## src/hdl/ultrasonic_echo_ranger_defines.svh

```systemverilog
// Assertion macros shared by the ultrasonic echo ranger RTL.
`ifndef ULTRASONIC_ECHO_RANGER_DEFINES_SVH
`define ULTRASONIC_ECHO_RANGER_DEFINES_SVH

// Same-cycle implication, sampled on clk and switched off while rst_n is low.
`define UER_ASSERT_NOW(label, ante, cons, msg) \
    label: assert property (@(posedge clk) disable iff (!rst_n) (ante) |-> (cons)) \
        else $error(msg);

// Next-cycle implication, sampled on clk and switched off while rst_n is low.
`define UER_ASSERT_NEXT(label, ante, cons, msg) \
    label: assert property (@(posedge clk) disable iff (!rst_n) (ante) |=> (cons)) \
        else $error(msg);

`endif

```

## src/hdl/uer_pkg.sv

```systemverilog
// Shared types and constants of the ultrasonic echo ranger.
package uer_pkg;

    localparam int TIMER_BITS  = 16;
    localparam int TICKS_W     = 16;
    localparam int DIST_W      = 19;
    localparam int CFG_INDEX_W = 2;
    localparam int CFG_DATA_W  = 16;

    localparam logic [TICKS_W-1:0] TICKS_MAX = {TICKS_W{1'b1}};
    localparam logic [DIST_W-1:0]  DIST_MAX  = {DIST_W{1'b1}};

    // Configuration register indexes.
    localparam logic [CFG_INDEX_W-1:0] CFG_SETTLE_LOW  = 2'd0;
    localparam logic [CFG_INDEX_W-1:0] CFG_PULSE_HIGH  = 2'd1;
    localparam logic [CFG_INDEX_W-1:0] CFG_TIMEOUT     = 2'd2;
    localparam logic [CFG_INDEX_W-1:0] CFG_SCALE       = 2'd3;

    // Configuration reset values.
    localparam logic [7:0]  SETTLE_LOW_RST = 8'd2;
    localparam logic [7:0]  PULSE_HIGH_RST = 8'd12;
    localparam logic [15:0] TIMEOUT_RST    = 16'd30000;
    localparam logic [15:0] SCALE_RST      = 16'd1114;

    typedef struct packed {
        logic [7:0]  settle_low_ticks;
        logic [7:0]  pulse_high_ticks;
        logic [15:0] timeout_ticks;
        logic [15:0] scale_factor;
    } uer_cfg_t;

    typedef struct packed {
        logic start_request;
        logic echo_level;
    } uer_in_t;

    typedef struct packed {
        logic               trigger_level;
        logic               busy_res;
        logic               done_pulse;
        logic               status;
        logic [TICKS_W-1:0] echo_ticks;
    } uer_stage_t;

    typedef struct packed {
        logic               trigger_level;
        logic               busy_res;
        logic               done_pulse;
        logic               status;
        logic [TICKS_W-1:0] echo_ticks;
        logic [DIST_W-1:0]  distance_q8;
    } uer_out_t;

endpackage

```

## src/hdl/uer_seq.sv

```systemverilog
// Input register, trigger and echo sequencer, and the per-request status stage.
`include "ultrasonic_echo_ranger_defines.svh"

module uer_seq (
    input  logic                clk,
    input  logic                rst_n,
    input  logic                tick_valid,
    output logic                tick_ready,
    input  uer_pkg::uer_in_t    tick,
    input  uer_pkg::uer_cfg_t   cfg,
    output logic                stage_valid,
    input  logic                stage_ready,
    output uer_pkg::uer_stage_t stage
);
    import uer_pkg::*;

    typedef enum logic [4:0] {
        PH_IDLE      = 5'b00001,
        PH_SETTLE    = 5'b00010,
        PH_PULSE     = 5'b00100,
        PH_WAIT_RISE = 5'b01000,
        PH_WAIT_FALL = 5'b10000
    } uer_phase_t;

    logic                  in_valid_reg;
    uer_in_t               in_reg;
    logic                  stage_valid_reg;
    uer_stage_t            stage_reg;
    uer_stage_t            stage_next;

    uer_phase_t            phase_reg, phase_next;
    logic [15:0]           count_reg, count_next;
    logic [TIMER_BITS-1:0] timer_reg;
    logic [TIMER_BITS-1:0] rise_stamp_reg, rise_stamp_next;
    logic                  echo_prev_reg;
    logic [TICKS_W-1:0]    last_width_reg, last_width_next;
    logic                  last_status_reg, last_status_next;

    logic                  stage_free;
    logic                  step;
    logic                  rise;
    logic                  fall;
    logic                  done;
    logic [15:0]           count_inc;
    logic [TIMER_BITS-1:0] pulse_span;
    logic [31:0]           pulse_span_ext;
    logic [TICKS_W-1:0]    pulse_width;

    assign stage_free = !stage_valid_reg || stage_ready;
    assign step       = in_valid_reg && stage_free;
    assign tick_ready = !in_valid_reg || stage_free;

    assign rise = in_reg.echo_level && !echo_prev_reg;
    assign fall = !in_reg.echo_level && echo_prev_reg;

    assign count_inc      = count_reg + 16'd1;
    assign pulse_span     = timer_reg - rise_stamp_reg;
    assign pulse_span_ext = 32'(pulse_span);
    // A wider timer can give a span beyond the result field; it saturates.
    assign pulse_width    = (pulse_span_ext > 32'(TICKS_MAX)) ? TICKS_MAX
                                                              : pulse_span_ext[TICKS_W-1:0];

    always_comb
    begin
        phase_next       = phase_reg;
        count_next       = count_reg;
        rise_stamp_next  = rise_stamp_reg;
        last_width_next  = last_width_reg;
        last_status_next = last_status_reg;
        done             = 1'b0;

        case (phase_reg)
            PH_IDLE:
            begin
                if (in_reg.start_request)
                begin
                    phase_next = PH_SETTLE;
                    count_next = 16'd1;
                end
            end
            PH_SETTLE:
            begin
                if (count_reg >= 16'(cfg.settle_low_ticks))
                begin
                    phase_next = PH_PULSE;
                    count_next = 16'd1;
                end
                else
                begin
                    count_next = count_inc;
                end
            end
            PH_PULSE:
            begin
                if (count_reg >= 16'(cfg.pulse_high_ticks))
                begin
                    phase_next = PH_WAIT_RISE;
                    count_next = 16'd0;
                end
                else
                begin
                    count_next = count_inc;
                end
            end
            PH_WAIT_RISE, PH_WAIT_FALL:
            begin
                if (phase_reg == PH_WAIT_RISE && rise)
                begin
                    rise_stamp_next = timer_reg;
                    phase_next      = PH_WAIT_FALL;
                end
                else if (phase_reg == PH_WAIT_FALL && fall)
                begin
                    last_width_next  = pulse_width;
                    last_status_next = 1'b0;
                    done             = 1'b1;
                    phase_next       = PH_IDLE;
                    count_next       = 16'd0;
                end
                else if (count_inc >= cfg.timeout_ticks)
                begin
                    // No falling edge in time: report a timeout with zero width.
                    last_width_next  = '0;
                    last_status_next = 1'b1;
                    done             = 1'b1;
                    phase_next       = PH_IDLE;
                    count_next       = 16'd0;
                end
                else
                begin
                    count_next = count_inc;
                end
            end
            default:
            begin
                phase_next = PH_IDLE;
                count_next = 16'd0;
            end
        endcase

        stage_next.trigger_level = (phase_next == PH_PULSE);
        stage_next.busy_res      = (phase_next != PH_IDLE);
        stage_next.done_pulse    = done;
        stage_next.status        = last_status_next;
        stage_next.echo_ticks    = last_width_next;
    end

    always_ff @(posedge clk or negedge rst_n)
    begin
        if (!rst_n)
        begin
            in_valid_reg    <= 1'b0;
            stage_valid_reg <= 1'b0;
            phase_reg       <= PH_IDLE;
            count_reg       <= '0;
            timer_reg       <= '0;
            rise_stamp_reg  <= '0;
            echo_prev_reg   <= 1'b0;
            last_width_reg  <= '0;
            last_status_reg <= 1'b0;
        end
        else
        begin
            if (tick_ready)
            begin
                in_valid_reg <= tick_valid;
            end
            if (stage_free)
            begin
                stage_valid_reg <= in_valid_reg;
            end
            if (step)
            begin
                phase_reg       <= phase_next;
                count_reg       <= count_next;
                timer_reg       <= timer_reg + TIMER_BITS'(1);
                rise_stamp_reg  <= rise_stamp_next;
                echo_prev_reg   <= in_reg.echo_level;
                last_width_reg  <= last_width_next;
                last_status_reg <= last_status_next;
            end
        end
    end

    always_ff @(posedge clk)
    begin
        if (tick_valid && tick_ready)
        begin
            in_reg <= tick;
        end
        if (step)
        begin
            stage_reg <= stage_next;
        end
    end

    assign stage_valid = stage_valid_reg;
    assign stage       = stage_reg;

    `UER_ASSERT_NOW(a_done_ends_busy, stage_valid_reg && stage_reg.done_pulse,
        !stage_reg.busy_res && !stage_reg.trigger_level, "completion while still busy")
    `UER_ASSERT_NEXT(a_stage_holds, stage_valid_reg && !stage_ready,
        stage_valid_reg && $stable(stage_reg), "stalled stage changed")
    `UER_ASSERT_NEXT(a_timer_steps, step,
        timer_reg == TIMER_BITS'($past(timer_reg) + TIMER_BITS'(1)),
        "timer did not advance with a request")

endmodule

```

## src/hdl/uer_scale.sv

```systemverilog
// Distance scaling and the result register.
`include "ultrasonic_echo_ranger_defines.svh"

module uer_scale (
    input  logic                clk,
    input  logic                rst_n,
    input  logic [15:0]         scale_factor,
    input  logic                stage_valid,
    output logic                stage_ready,
    input  uer_pkg::uer_stage_t stage,
    output logic                result_valid,
    input  logic                result_ready,
    output uer_pkg::uer_out_t   result
);
    import uer_pkg::*;

    logic               result_valid_reg;
    uer_out_t           result_reg;
    logic [DIST_W-1:0]  dist_hold_reg;

    logic               advance;
    logic [31:0]        product;
    logic [32:0]        rounded;
    logic [24:0]        scaled;
    logic [DIST_W-1:0]  dist_new;
    logic [DIST_W-1:0]  dist_sel;

    assign advance     = !result_valid_reg || result_ready;
    assign stage_ready = advance;

    // Q16.0 width times Q0.16 factor, rounded half up to Q.8 and saturated.
    assign product  = 32'(stage.echo_ticks) * 32'(scale_factor);
    assign rounded  = 33'(product) + 33'd128;
    assign scaled   = rounded[32:8];
    assign dist_new = (scaled > 25'(DIST_MAX)) ? DIST_MAX : scaled[DIST_W-1:0];
    // The distance is only recomputed on completion and held otherwise.
    assign dist_sel = stage.done_pulse ? dist_new : dist_hold_reg;

    always_ff @(posedge clk or negedge rst_n)
    begin
        if (!rst_n)
        begin
            result_valid_reg <= 1'b0;
            dist_hold_reg    <= '0;
        end
        else if (advance)
        begin
            result_valid_reg <= stage_valid;
            if (stage_valid)
            begin
                dist_hold_reg <= dist_sel;
            end
        end
    end

    always_ff @(posedge clk)
    begin
        if (advance && stage_valid)
        begin
            result_reg.trigger_level <= stage.trigger_level;
            result_reg.busy_res      <= stage.busy_res;
            result_reg.done_pulse    <= stage.done_pulse;
            result_reg.status        <= stage.status;
            result_reg.echo_ticks    <= stage.echo_ticks;
            result_reg.distance_q8   <= dist_sel;
        end
    end

    assign result_valid = result_valid_reg;
    assign result       = result_reg;

    `UER_ASSERT_NOW(a_timeout_zero, result_valid_reg && result_reg.status,
        result_reg.distance_q8 == '0 && result_reg.echo_ticks == '0,
        "timeout result carries a distance")

endmodule

```

## src/hdl/ultrasonic_echo_ranger.sv

```systemverilog
// Top level of the ultrasonic echo ranger: configuration registers and pipeline.
//
// Ultrasonic echo ranger. Every request on the tick channel stands for one
// 1 us tick and carries a start request and the sampled echo pin level; every
// request gives exactly one result carrying the trigger pin level, busy, a
// one-tick done pulse, the held status (0 distance valid, 1 timeout), the held
// echo width in ticks and the held distance in centimetres as Q11.8. A start
// while idle holds trigger low for settle_low_ticks ticks (the start tick being
// the first), high for pulse_high_ticks ticks, then waits for an echo rising
// and falling edge; the width is the difference of the two free-running timer
// stamps modulo 2^16, scaled by scale_factor (Q0.16 cm per tick) and rounded
// half up. If no falling edge arrives within timeout_ticks waiting ticks (the
// tick of the rising edge not counted) a timeout is reported. Zero in a
// tick-count register acts as one. The block takes one request per clock as
// long as its results are taken. A request passes through the input register,
// the sequencer stage, which registers the control fields, and the scaling
// stage, which fills the result register, before its result is offered. The
// rate is set by the sequencer, which steps once for each tick. Every stage
// has its own valid bit, so requests keep flowing into empty stages while a
// result waits to be taken. There is no clearing pass after reset. Configuration
// is written on cfg_we with cfg_index and cfg_data, and must only be written
// while no request is in flight.

module ultrasonic_echo_ranger (
    input  logic                                clk,
    input  logic                                rst_n,
    input  logic                                tick_valid,
    output logic                                tick_ready,
    input  uer_pkg::uer_in_t                    tick,
    output logic                                result_valid,
    input  logic                                result_ready,
    output uer_pkg::uer_out_t                   result,
    input  logic                                cfg_we,
    input  logic [uer_pkg::CFG_INDEX_W-1:0]     cfg_index,
    input  logic [uer_pkg::CFG_DATA_W-1:0]      cfg_data
);
    import uer_pkg::*;

    uer_cfg_t   cfg_reg;
    logic       stage_valid;
    logic       stage_ready;
    uer_stage_t stage;

    // Configuration registers; each write truncates the data to the register.
    always_ff @(posedge clk or negedge rst_n)
    begin
        if (!rst_n)
        begin
            cfg_reg.settle_low_ticks <= SETTLE_LOW_RST;
            cfg_reg.pulse_high_ticks <= PULSE_HIGH_RST;
            cfg_reg.timeout_ticks    <= TIMEOUT_RST;
            cfg_reg.scale_factor     <= SCALE_RST;
        end
        else if (cfg_we)
        begin
            case (cfg_index)
                CFG_SETTLE_LOW: cfg_reg.settle_low_ticks <= cfg_data[7:0];
                CFG_PULSE_HIGH: cfg_reg.pulse_high_ticks <= cfg_data[7:0];
                CFG_TIMEOUT:    cfg_reg.timeout_ticks    <= cfg_data;
                CFG_SCALE:      cfg_reg.scale_factor     <= cfg_data;
                default:        cfg_reg                  <= cfg_reg;
            endcase
        end
    end

    // Sequencer: takes the request, steps the trigger and echo phases and the
    // timer, and registers the control part of the result.
    uer_seq u_seq (
        .clk         (clk),
        .rst_n       (rst_n),
        .tick_valid  (tick_valid),
        .tick_ready  (tick_ready),
        .tick        (tick),
        .cfg         (cfg_reg),
        .stage_valid (stage_valid),
        .stage_ready (stage_ready),
        .stage       (stage)
    );

    // Scaling stage: converts a completed width to distance and holds the
    // result until it is taken.
    uer_scale u_scale (
        .clk          (clk),
        .rst_n        (rst_n),
        .scale_factor (cfg_reg.scale_factor),
        .stage_valid  (stage_valid),
        .stage_ready  (stage_ready),
        .stage        (stage),
        .result_valid (result_valid),
        .result_ready (result_ready),
        .result       (result)
    );

endmodule
```

## config.mk

```make
export PLATFORM = sky130hd
export DESIGN_NAME = ultrasonic_echo_ranger
export DESIGN_NICKNAME = d
export VERILOG_FILES = /design/src/hdl/uer_pkg.sv /design/src/hdl/uer_seq.sv /design/src/hdl/uer_scale.sv /design/src/hdl/ultrasonic_echo_ranger.sv
export VERILOG_INCLUDE_DIRS = /design/src /design/src/hdl
export SDC_FILE = /design/constraint.sdc
export NUM_CORES = 1
export LEC_CHECK = 0
export ABC_AREA = 1
export BUFFER_PORTS_ARGS = -buffer_cell sky130_fd_sc_hd__buf_4
export CORE_MARGIN = 2
export CORE_UTILIZATION = 40
export DETAILED_ROUTE_END_ITERATION = 8
export PLACE_DENSITY = 0.55
export SYNTH_ARGS = -nofsm -noshare
export SYNTH_HDL_FRONTEND = slang
export SYNTH_SLANG_ARGS = --single-unit
```

## constraint.sdc

```tcl
create_clock -name clk -period 5.8 [get_ports clk]
set_input_delay 0 -clock clk [delete_from_list [all_inputs] [get_ports clk]]
set_output_delay 0 -clock clk [all_outputs]
set_load 0.005 [all_outputs]
```

==> results.md <==
* Post-synth EDFFs at between 60 and 70
* Fin worst setup slack at -0.251 ns
* Final Instance Area at 0.0244 mm²
* Core footprint at 0.0487 mm²
* Mapped cell area at between 0.015 and 0.02 mm²
* Worst r2r path cells at 26
* Worst Path Arrival at 6.35 ns
* Kind of end point of the critical path: flip-flop
* Htree depth at 1
* Overflow after GRT at 0
* Cell taking the most area after synthesis: fa_1
* Deepest clock path buffer count at 3
* TritonRoute pass-1 iters at 5
* Final slew viol count at 0
* Synth Net Count at around 2,900
* Die ar. at between 0.05 and 0.06 mm²
* DRC Markers at 0
* Final HPWL DP at ~41,000 µm
* Initial antenna violation count at 0
* Rel. slew slack at approximately 28%
* Worst r2r dst: u_scale.result[0]
* First-pass GRT wire length at around 85,000 µm
* GP Congestion at roughly 0.90
* Setup TNS at -6.72 ns
* Floorplan row count at between 80 and 90
* Clock buffer count from CTS at 24
* RSZ-0062 raised after global routing: yes
* Cells taking the most area after synthesis: fa_1 (20%), dfrtp_1 (16%), nand2_1 (12%), inv_1 (12%), ha_1 (10%)
* Storage element area at 0.00539 mm²
* Routed WL per cell at between 15 and 20 µm
* Dpl cell area at around 0.022 mm²
* Setup crit start: cfg_reg[10]
* Met1 Track Usage GR at a little over a quarter
* Failing checks: negative setup slack
* Max FFs per register at 48
* Final Hold Fails at 0
* Worst r2r src: cfg_reg[10]
* Synth Area per Inst at 7.98 µm²
* Starting density of the core at 40.4%
* Synth async-reset ratio at between 60% and 70%
* # setup viols final at 38
* Vias in the first global route at approximately 17,000
* # IOs at 66
* Fmax at around 0.17 GHz
* Clk_skew at roughly 0.012 ns
* Clock Sinks at 202
* Reg2Reg Setup Slack at -0.25 ns
* CP max FO at 7
* CTS tree: yes
* Top_reg_cell synth: dfrtp_1
* Final min period at around 6 ns
* Filler cells at 4,683
* Gr busiest metal: met2
* Met3 usage at 2.13%
* N_diodes at 0
* Synthesis-to-layout area growth at 23.6%
* Routed WL at 51,700 µm
* Vias post-DR at approximately 16,000
* Met2 global-route usage at between 30% and 40%
* Critical Path RT at between 6 and 7 ns
* Worst Hold Path EP: cfg_reg[35]
* GRT Util Overall at a little over a fifth
* Worst-path clk slew at 0.06 ns
* IO buf count at 65
* Sequential share of the synthesized area at a little over a quarter
* CTS Root Cell: clkbuf_16
* Clock latency on the worst-skew pair at ~0.54 ns
* Outcome: finished, violations left
* Crit start category: flip-flop
* Antenna viol nets, final at 0
* Count leader, synth: nand2_1
* Final nets at 3,092
* Die W at approximately 230 µm
* Cells after synthesis at ~2,500
* Fin crit share at 104%
* DR vias/cell at between 4 and 5
* Hold Crit Class: input pin to flip-flop
* Area occupied by multi-input gates at about 0.013 mm²
* Initial drt markers at 885
* Max-cap violation count at 0
* Yosys warns at 0
* WHS Path Cells at 3
* Die Span Y at ~230 µm
* Post-synth top area share at 19.9%
* Yosys cell types at ~50
* Crit Path Class: flip-flop to flip-flop
* Most frequent cells after synthesis: nand2_1 (652), inv_1 (604), fa_1 (196), ha_1 (164), dfrtp_1 (125)
* Layout cells sized above 1 at 21.3%
* Actual slew at the worst max-slew pin at about 1.1 ns
* Largest net degree at the start of global routing at between 100 and 150
* Min-delay src: cfg_we
* #FFs+latches synth at roughly 200
[what timing repair did]
item,CTS,global route
endpoints found under the setup margin,38,38
pin swaps,48,72
gates cloned,3,0
setup buffers,30,15
gates resized for setup,108,89
hold buffers,23,0
endpoints found under the hold margin,139,0
[critical path, stage by stage (launching register included)]
cell and delay (ns):
dfstp_2 0.62, buf_6 0.13, nand2_4 0.04, fa_2 0.53, inv_2 0.04, fa_2 0.45, fa_2 0.62, fa_1 0.45
fa_1 0.56, inv_2 0.04, fa_1 0.51, inv_2 0.05, ha_4 0.24, nand2_4 0.10, nor2_4 0.05, buf_6 0.12
a21oi_4 0.16, nor2_2 0.07, nor3_2 0.23, nand2_1 0.09, nand2_2 0.09, nand2_4 0.06, nor2_8 0.18, buf_12 0.17
nand3_2 0.09, nand2_1 0.07, inv_1 0.04
[routing by layer]
layer / part of all wire [%] / wire length, µm
met1: 44 / 23000
met2: 50 / 25600
met3: 3.6 / 1870
met4: 2.3 / 1170
met5: 0 / 0
[cells in the final DEF, fill, tap and decap left out, drive strengths merged, types with 21 or more instances in the layout]
master | synthesis | layout
a21oi | 82 | 82
buf | 7 | 277
clkbuf | 83 | 36
dfrtp | 125 | 125
dlygate4sd3 | 0 | 23
edfxtp | 61 | 61
fa | 196 | 196
ha | 164 | 164
inv | 608 | 609
nand2 | 669 | 669
nand3 | 107 | 107
nor2 | 105 | 105
nor3 | 21 | 21
o21ai | 103 | 103
or2 | 22 | 22
xor2 | 31 | 31
[worst max path at each step]
stage | depth (start not counted) | slack [ns] | end
2_1_floorplan | 28 | 0.002 | u_scale.result[11]
3_3_place_gp | 26 | -0.32 | u_scale.result[1]
3_5_place_dp | 26 | -0.34 | u_scale.result[3]
4_1_cts | 32 | -0.22 | u_scale.result[3]
5_1_grt | 26 | -0.47 | u_scale.result[0]
6_report | 26 | -0.25 | u_scale.result[0]
[kinds of logic after synthesis]
family	synth area share, %
AOI/OAI and AO/OA	6.19
buffers and inverters	13.5
muxes	0.0571
adders and majority gates	30.3
and+or+nand+nor	21.0
DFF	27.3
xor gates and xnor gates	1.69
[area by class of cell]
cell class	instances	area share, %
clock inverter	8	0.416
sequential	202	22.1
tap	664	3.41
clock buffer	36	2.86
inverter	609	9.39
timing repair buffer	300	10.5
multi-input combinational	1570	51.3
[through the flow]
stage	utilization (%)	cells	hold WS [ns]	setup WS, ns
2_1_floorplan	-	2471	-0.296	0.00167
6_report	50.0	3389	0.120	-0.251
3_5_place_dp	45.7	3278	0.185	-0.344
5_1_grt	50.0	3389	0.167	-0.475
4_1_cts	49.3	3377	0.0893	-0.216
3_3_place_gp	45.7	3278	0.182	-0.325
Power is not shown: default switching activity piles up to over one toggle a cycle in this logic, so the estimate is an artifact.
